$ cat config.mk
export PLATFORM = sky130hd
export DESIGN_NAME = accumulator_cpu_32byte
export DESIGN_NICKNAME = d
export VERILOG_FILES = /design/src/hw/rtl/acc_pkg.sv /design/src/hw/rtl/acc_ram.sv /design/src/hw/rtl/acc_useq.sv /design/src/hw/rtl/accumulator_cpu_32byte.sv
export SDC_FILE = /design/constraint.sdc
export NUM_CORES = 1
export LEC_CHECK = 0
export BUFFER_PORTS_ARGS = -buffer_cell sky130_fd_sc_hd__buf_2
export CAP_MARGIN = 20
export CORE_ASPECT_RATIO = 1.25
export CORE_MARGIN = 10
export CORE_UTILIZATION = 40
export CTS_CLUSTER_DIAMETER = 200
export CTS_CLUSTER_SIZE = 25
export DETAILED_ROUTE_END_ITERATION = 16
export PLACE_DENSITY = 0.58
export SYNTH_ARGS = -nofsm -noshare
export SYNTH_HDL_FRONTEND = slang
export SYNTH_SLANG_ARGS = --single-unit
$ cat constraint.sdc
create_clock -name i_clk -period 7.2 [get_ports i_clk]
set_input_delay 1.44 -clock i_clk [delete_from_list [all_inputs] [get_ports i_clk]]
set_output_delay 1.44 -clock i_clk [all_outputs]
set_load 0.02 [all_outputs]
$ cat src/hw/rtl/acc_pkg.sv
// ----------------------------------------------------------------------------
// acc_pkg
// Shared types, constants and the microcode store of the accumulator machine.
// ----------------------------------------------------------------------------
package acc_pkg;

    // program memory geometry and instruction format
    localparam int MEM_DEPTH = 32;
    localparam int ADDR_W    = 5;
    localparam int DATA_W    = 8;
    localparam int OPC_W     = 3;
    localparam int STEP_W    = 16;
    localparam logic [STEP_W-1:0] STEP_MAX = '1;

    // instruction opcodes
    typedef enum logic [OPC_W-1:0] {
        OP_STA = 3'd0,
        OP_LDA = 3'd1,
        OP_BEQ = 3'd2,
        OP_NOP = 3'd3,
        OP_DEC = 3'd4,
        OP_INC = 3'd5,
        OP_JMP = 3'd6,
        OP_HLT = 3'd7
    } t_opc;

    // microcode addresses; the eight execute steps follow opcode order
    typedef enum logic [3:0] {
        U_IDLE  = 4'd0,
        U_INIT  = 4'd1,
        U_CHK   = 4'd2,
        U_FETCH = 4'd3,
        U_STA   = 4'd4,
        U_LDA   = 4'd5,
        U_BEQ   = 4'd6,
        U_NOP   = 4'd7,
        U_DEC   = 4'd8,
        U_INC   = 4'd9,
        U_JMP   = 4'd10,
        U_HLT   = 4'd11,
        U_LDW   = 4'd12,
        U_TMO   = 4'd13
    } t_upc;

    // control word fields
    typedef enum logic {
        RD_PC = 1'b0,
        RD_IR = 1'b1
    } t_rd_sel;

    typedef enum logic [2:0] {
        PC_HOLD  = 3'd0,
        PC_CLR   = 3'd1,
        PC_INC   = 3'd2,
        PC_LOAD  = 3'd3,
        PC_LOADZ = 3'd4
    } t_pc_op;

    typedef enum logic [2:0] {
        AC_HOLD = 3'd0,
        AC_CLR  = 3'd1,
        AC_INC  = 3'd2,
        AC_DEC  = 3'd3,
        AC_LOAD = 3'd4
    } t_acc_op;

    typedef enum logic [1:0] {
        CNT_HOLD = 2'd0,
        CNT_CLR  = 2'd1,
        CNT_INC  = 2'd2
    } t_cnt_op;

    typedef enum logic [1:0] {
        OUT_NONE = 2'd0,
        OUT_HALT = 2'd1,
        OUT_TMO  = 2'd2
    } t_out_op;

    typedef enum logic [1:0] {
        NX_JMP  = 2'd0,   // unconditional jump to target
        NX_GO   = 2'd1,   // jump to target when a run is started, else stay
        NX_LIM  = 2'd2,   // jump to target on step limit, else fall through
        NX_DISP = 2'd3    // dispatch on the fetched opcode
    } t_nxt;

    typedef struct packed {
        t_rd_sel rd_sel;
        logic    mem_we;
        t_pc_op  pc_op;
        t_acc_op acc_op;
        logic    ir_ld;
        t_cnt_op cnt_op;
        t_out_op out_op;
        t_nxt    nxt;
        t_upc    target;
    } t_uword;

    // microcode store
    function automatic t_uword urom(input t_upc addr);
        t_uword w;
        w = '{rd_sel: RD_PC, mem_we: 1'b0, pc_op: PC_HOLD, acc_op: AC_HOLD,
              ir_ld: 1'b0, cnt_op: CNT_HOLD, out_op: OUT_NONE,
              nxt: NX_JMP, target: U_CHK};
        case (addr)
            U_IDLE: begin
                w.nxt    = NX_GO;
                w.target = U_INIT;
            end
            U_INIT: begin
                w.pc_op  = PC_CLR;
                w.acc_op = AC_CLR;
                w.cnt_op = CNT_CLR;
            end
            U_CHK: begin
                w.nxt    = NX_LIM;
                w.target = U_TMO;
            end
            U_FETCH: begin
                w.ir_ld  = 1'b1;
                w.pc_op  = PC_INC;
                w.cnt_op = CNT_INC;
                w.nxt    = NX_DISP;
            end
            U_STA:   w.mem_we = 1'b1;
            U_LDA: begin
                w.rd_sel = RD_IR;
                w.target = U_LDW;
            end
            U_LDW:   w.acc_op = AC_LOAD;
            U_BEQ:   w.pc_op  = PC_LOADZ;
            U_NOP:   w.nxt    = NX_JMP;
            U_DEC:   w.acc_op = AC_DEC;
            U_INC:   w.acc_op = AC_INC;
            U_JMP:   w.pc_op  = PC_LOAD;
            U_HLT: begin
                w.out_op = OUT_HALT;
                w.target = U_IDLE;
            end
            U_TMO: begin
                w.out_op = OUT_TMO;
                w.target = U_IDLE;
            end
            default: w.target = U_IDLE;
        endcase
        return w;
    endfunction

endpackage

$ cat src/hw/rtl/acc_ram.sv
// ----------------------------------------------------------------------------
// acc_ram
// Generic dual-port RAM with one write and one registered read per cycle.
// ----------------------------------------------------------------------------
module acc_ram #(
    parameter int WIDTH = 8,
    parameter int DEPTH = 32
) (
    input  logic                     i_clk,
    input  logic                     i_we,
    input  logic [$clog2(DEPTH)-1:0] i_waddr,
    input  logic [WIDTH-1:0]         i_wdata,
    input  logic [$clog2(DEPTH)-1:0] i_raddr,
    output logic [WIDTH-1:0]         o_rdata
);

    logic [WIDTH-1:0] r_mem [DEPTH];
    logic [WIDTH-1:0] r_rdata;

    // write port and registered read
    always_ff @(posedge i_clk) begin
        if (i_we) begin
            r_mem[i_waddr] <= i_wdata;
        end
        r_rdata <= r_mem[i_raddr];
    end

    assign o_rdata = r_rdata;

endmodule

$ cat src/hw/rtl/acc_useq.sv
// ----------------------------------------------------------------------------
// acc_useq
// Microcode sequencer: address register, next-address logic and control store.
// ----------------------------------------------------------------------------
module acc_useq (
    input  logic                          i_clk,
    input  logic                          i_rst_n,
    input  logic                          i_go,
    input  logic                          i_lim_hit,
    input  logic [acc_pkg::OPC_W-1:0]     i_opcode,
    output acc_pkg::t_uword               o_uword,
    output logic                          o_busy
);

    import acc_pkg::*;

    t_upc   r_upc;
    t_upc   n_upc;
    t_uword uw;

    assign uw = urom(r_upc);

    // next microcode address
    always_comb begin
        case (uw.nxt)
            NX_JMP:  n_upc = uw.target;
            NX_GO:   n_upc = i_go ? uw.target : r_upc;
            NX_LIM:  n_upc = i_lim_hit ? uw.target : t_upc'(r_upc + 4'd1);
            NX_DISP: n_upc = t_upc'(4'(U_STA) + {1'b0, i_opcode});
            default: n_upc = U_IDLE;
        endcase
    end

    // microcode address register
    always_ff @(posedge i_clk) begin
        if (!i_rst_n) begin
            r_upc <= U_IDLE;
        end else begin
            r_upc <= n_upc;
        end
    end

    assign o_uword = uw;
    assign o_busy  = (r_upc != U_IDLE);

endmodule

$ cat src/hw/rtl/accumulator_cpu_32byte.sv
// ----------------------------------------------------------------------------
// accumulator_cpu_32byte
// 8-bit accumulator machine: loads 32 program bytes, then runs to HLT or limit.
// ----------------------------------------------------------------------------
// Loading: one item per cycle while o_busy is low; no result for bytes 1..31.
// The 32nd byte starts a run: a setup step, then per instruction a limit check,
// a fetch from the registered-read RAM and an execute step, with an LDA operand
// read on the same RAM port; a timeout adds a last limit check and a flag step.
// o_done strobes in the cycle after the run, with o_busy low; no receiver stall.
// Reset (synchronous, active low) clears load index, sequencer and step limit.
module accumulator_cpu_32byte (
    input  logic                         i_clk,
    input  logic                         i_rst_n,
    input  logic                         i_start,
    output logic                         o_busy,
    input  logic [acc_pkg::DATA_W-1:0]   i_prog_byte,
    input  logic                         i_cfg_we,
    input  logic [acc_pkg::STEP_W-1:0]   i_cfg_wdata,
    output logic                         o_done,
    output logic [acc_pkg::DATA_W-1:0]   o_accumulator,
    output logic                         o_timed_out
);

    import acc_pkg::*;

    logic [ADDR_W-1:0]   r_load_idx;
    logic [ADDR_W-1:0]   r_pc;
    logic [DATA_W-1:0]   r_acc;
    logic [DATA_W-1:0]   r_ir;
    logic [STEP_W-1:0]   r_steps;
    logic [STEP_W-1:0]   r_step_limit;
    logic                r_done;
    logic [DATA_W-1:0]   r_acc_out;
    logic                r_timed_out;

    t_uword              uw;
    logic                busy;
    logic                accept;
    logic                go;
    logic                lim_hit;
    logic [STEP_W-1:0]   eff_limit;
    logic [DATA_W-1:0]   rdata;
    logic                ram_we;
    logic [ADDR_W-1:0]   ram_waddr;
    logic [DATA_W-1:0]   ram_wdata;
    logic [ADDR_W-1:0]   ram_raddr;
    logic [ADDR_W-1:0]   ir_addr;

    assign accept  = i_start && !busy;
    assign go      = accept && (r_load_idx == ADDR_W'(MEM_DEPTH - 1));
    assign ir_addr = r_ir[ADDR_W-1:0];

    // a zero limit means the full range of the step counter
    assign eff_limit = (r_step_limit == '0) ? STEP_MAX : r_step_limit;
    assign lim_hit   = (r_steps == eff_limit);

    acc_useq u_useq (
        .i_clk     (i_clk),
        .i_rst_n   (i_rst_n),
        .i_go      (go),
        .i_lim_hit (lim_hit),
        .i_opcode  (rdata[DATA_W-1 -: OPC_W]),
        .o_uword   (uw),
        .o_busy    (busy)
    );

    // ram port sharing: loader while idle, microcode during a run
    always_comb begin
        if (busy) begin
            ram_we    = uw.mem_we;
            ram_waddr = ir_addr;
            ram_wdata = r_acc;
        end else begin
            ram_we    = accept;
            ram_waddr = r_load_idx;
            ram_wdata = i_prog_byte;
        end
        ram_raddr = (uw.rd_sel == RD_IR) ? ir_addr : r_pc;
    end

    acc_ram #(
        .WIDTH (DATA_W),
        .DEPTH (MEM_DEPTH)
    ) u_ram (
        .i_clk   (i_clk),
        .i_we    (ram_we),
        .i_waddr (ram_waddr),
        .i_wdata (ram_wdata),
        .i_raddr (ram_raddr),
        .o_rdata (rdata)
    );

    // control registers: load index, step limit, result strobe
    always_ff @(posedge i_clk) begin
        if (!i_rst_n) begin
            r_load_idx   <= '0;
            r_step_limit <= '0;
            r_done       <= 1'b0;
        end else begin
            if (accept) begin
                r_load_idx <= r_load_idx + ADDR_W'(1);
            end
            if (i_cfg_we) begin
                r_step_limit <= i_cfg_wdata;
            end
            r_done <= (uw.out_op != OUT_NONE);
        end
    end

    // datapath registers
    always_ff @(posedge i_clk) begin
        case (uw.pc_op)
            PC_CLR:   r_pc <= '0;
            PC_INC:   r_pc <= r_pc + ADDR_W'(1);
            PC_LOAD:  r_pc <= ir_addr;
            PC_LOADZ: if (r_acc == '0) begin
                r_pc <= ir_addr;
            end
            default:  r_pc <= r_pc;
        endcase

        case (uw.acc_op)
            AC_CLR:  r_acc <= '0;
            AC_INC:  r_acc <= r_acc + DATA_W'(1);
            AC_DEC:  r_acc <= r_acc - DATA_W'(1);
            AC_LOAD: r_acc <= rdata;
            default: r_acc <= r_acc;
        endcase

        case (uw.cnt_op)
            CNT_CLR: r_steps <= '0;
            CNT_INC: r_steps <= r_steps + STEP_W'(1);
            default: r_steps <= r_steps;
        endcase

        if (uw.ir_ld) begin
            r_ir <= rdata;
        end

        if (uw.out_op != OUT_NONE) begin
            r_acc_out   <= r_acc;
            r_timed_out <= (uw.out_op == OUT_TMO);
        end
    end

    assign o_busy        = busy;
    assign o_done        = r_done;
    assign o_accumulator = r_acc_out;
    assign o_timed_out   = r_timed_out;

endmodule
==> summary.txt <==
Status: complete, no violations
Inserted Diodes: 0
Util after Layout: 0.4415
CTS tree: yes
P per Cell Area: 291.2 mW/mm^2
Max-cap viol count: 0
# DRC: 0
Vias/cell: 5.333
Slew HR: 0.2813
Iter 0 DRT Violations: 651
Post-synth top area share: 0.6262
Max VDD drop: 0.1392 mV
Area Growth Syn to Fin: 8.884%
Internal: 0.003224 W
Post-DP HPWL: 21.82 mm
Fmax: 263.5 MHz
Share of cells above drive strength 1: 0.1323
Worst-path cell chain: inv_1 -> ha_1 -> nand2_2 -> or2_1 -> mux2i_4 -> buf_4 -> mux4_1 -> mux2i_1 -> a32oi_1 -> and3_1
Power, Total: 0.004546 W
Syn_area_per_cell: 15.38 sq um
Number of global-route vias before repair: 7,899
Slowest-stage cell, CP: buf_4
Gr ovfl total: 0
Fin crit period: 3795 ps
Die Wd: 189.3 um
Post-route antenna net violation count: 0
Post-CTS sizing: 0
Wirelength, routed: 32.18 mm
H-tree depth reported by CTS: 1
Clock buffer count from CTS: 17
Netlist cell types: 53
Crit path arrival time: 4200 ps
Die footprint: 0.04386 sq mm
Fin Setup TNS: 0 ps
Leakage: 5.302 nW
Initial Util: 0.4055
Sw power: 0.001322 W
Delay-heaviest family, CP: multiplexers
Sequential area share after synthesis: 0.6737
Startpoint types: register
Crit path max fanout: 64
Area contributors post-synth: edfxtp_1 (63%), mux4_2 (7.9%), dfxtp_1 (4.7%), nand2_1 (3.7%), mux2i_1 (2.6%)
Post-synth ARST share: 0
CP bufs+invs: 2
Critical path class: reg2reg
RSZ-0062 raised after global routing: false
Post-synth EDFFs: 299
I/O Buffers: 38
First-pass GRT wire length: 48.70 mm
Comb pwr share: 0.206
Final Cycle Share: 0.5271
Total track usage: 0.1433
YS warnings: 0
Placer Congestion: 0.8055
Actual slew at the worst max-slew pin: 1071 ps
CP endpoint kind: register
Post-synth top cells: edfxtp_1 (299), nand2_1 (142), nor2_1 (51), mux4_2 (50), mux2i_1 (37)
Antenna violations before repair: 0
Switching share of total power: 0.2907
Cts hold-fix bufs: 0
CTS root buf: clkbuf_16
Core Footprint: 0.03536 sq mm
I/O pins: 39
Fin. Hold Viols: 0
Sequential group share of total power: 0.562
Worst skew pair latency: 510 ps
Clock Power Share: 0.231
Row count: 77
Clk buf depth: 3
Post-synth top flop: edfxtp_1
Setup Skew: 29.14 ps
Clock-pin slew on the worst setup and hold paths: 100 ps
Post-Syn Area: 0.01434 sq mm
Cell taking the most area after synthesis: edfxtp_1
Setup Fix Bufs, Post-CTS: 0
DRT Pass-1 Iters: 5
Top-count cell post-synth: edfxtp_1
Post-Syn Instances: 932
Fin nets: 1,010
Pin count of the biggest net entering global routing: 65
Flops & latches, synth: 333
CTS sink cnt: 333
Slew Viols, Final: 0
Min-Delay Path Class: reg2reg
DR WL/cell: 22.21 um
Die Y-Extent: 231.7 um
Slowest stage delay, CP: 730 ps
CP required: 7600 ps
Final setup vio count: 0
Mapped Nets: 977
Vias: 7,728
==> cells by family after synthesis <==
| group | Yosys count | synth area share |
|---|---|---|
| simple gates | 327 | 0.1082 |
| compound gates | 73 | 0.03150 |
| buf+inv | 46 | 0.01867 |
| xor+xnor | 33 | 0.02016 |
| fa+ha+maj | 17 | 0.01536 |
| flops | 333 | 0.6737 |
| mux | 103 | 0.1324 |
==> area by class of cell <==
class,count,area [sq um]
timing repair buffer,51,395.4
clock buffer,28,466.7
tap,474,593.1
sequential,333,9659
fill,3127,19750
multi-input combinational,553,4443
inverter,9,33.78
clock inverter,1,20.02
==> power by group through the flow <==
stage	clock [W]	sequential, W	combinational (W)
after floorplan	0	0.00256	0.000544
after global placement	0	0.00261	0.000833
after detailed placement	0	0.00261	0.000890
after CTS	0.00108	0.00257	0.000892
after global routing	0.00115	0.00257	0.00102
final	0.00105	0.00256	0.000939
==> sequential cells by signal (all words and copies together), names as in the netlist <==
signal	cells
u_ram.o_rdata	8
u_useq.r_upc	4
r_acc	8
r_load_idx	5
r_pc	5
u_ram.r_mem	256
r_ir	5
o_accumulator	8
r_steps	16
o_done	1
o_timed_out	1
r_step_limit	16
==> worst paths after layout <==
path | depth (start not counted) | end | slack [ps] | from
worst min-delay path | 0 | r_ir[2]$_DFFE_PP_ | 510 | u_ram.o_rdata[2]$_DFF_P_
worst min register to register | 0 | r_ir[2]$_DFFE_PP_ | 510 | u_ram.o_rdata[2]$_DFF_P_
worst max register to register | 10 | u_ram.o_rdata[5]$_DFF_P_ | 3400 | u_useq.r_upc[1]$_SDFFE_PN0P_
worst max-delay path | 10 | u_ram.o_rdata[5]$_DFF_P_ | 3400 | u_useq.r_upc[1]$_SDFFE_PN0P_
==> per-stage QoR <==
stage | hold WS [ps] | worst slack (ps) | area, sq um | cells
floorplan | 408.1 | 4131 | 14340 | 932
global placement | 488.1 | 3491 | 14970 | 1414
detailed placement | 494.4 | 3412 | 15040 | 1417
CTS | 521.5 | 3374 | 15530 | 1446
global route | 515.8 | 3132 | 15610 | 1449
finish | 511.8 | 3405 | 15610 | 1449
==> routing by layer <==
layer / global-route usage / wire length (um) / up-vias / share of wire
met3: 0.01683 / 1168 / 37 / 0.036
met5: 0 / 0 / - / 0
met2: 0.2676 / 17300 / 142 / 0.54
li1: - / - / 3616 / -
met4: 0.03279 / 530 / 0 / 0.016
met1: 0.1722 / 13180 / 3933 / 0.41
==> layout by cell type (no fill, tap or decap), drive strengths merged, types with 2 or more instances in the layout <==
master,Yosys,routed
dfxtp,34,34
nand3b,7,7
a22oi,2,2
ha,16,16
edfxtp,299,299
nor4,8,8
o31ai,2,2
o21ai,27,27
o22ai,8,8
nand3,33,33
mux2i,38,38
and2,20,20
xnor2,17,17
buf,20,51
or3,12,12
a32oi,8,8
a21boi,4,4
nand2b,5,5
clkbuf,17,28
inv,9,10
a21oi,12,12
nand2,143,143
xor2,16,16
nor2,51,51
nand4,4,4
and3,14,14
nor2b,21,21
a21o,5,5
mux4,64,64
or4,2,2
and4,3,3
Note: power is estimated with default switching activity, not from simulation.
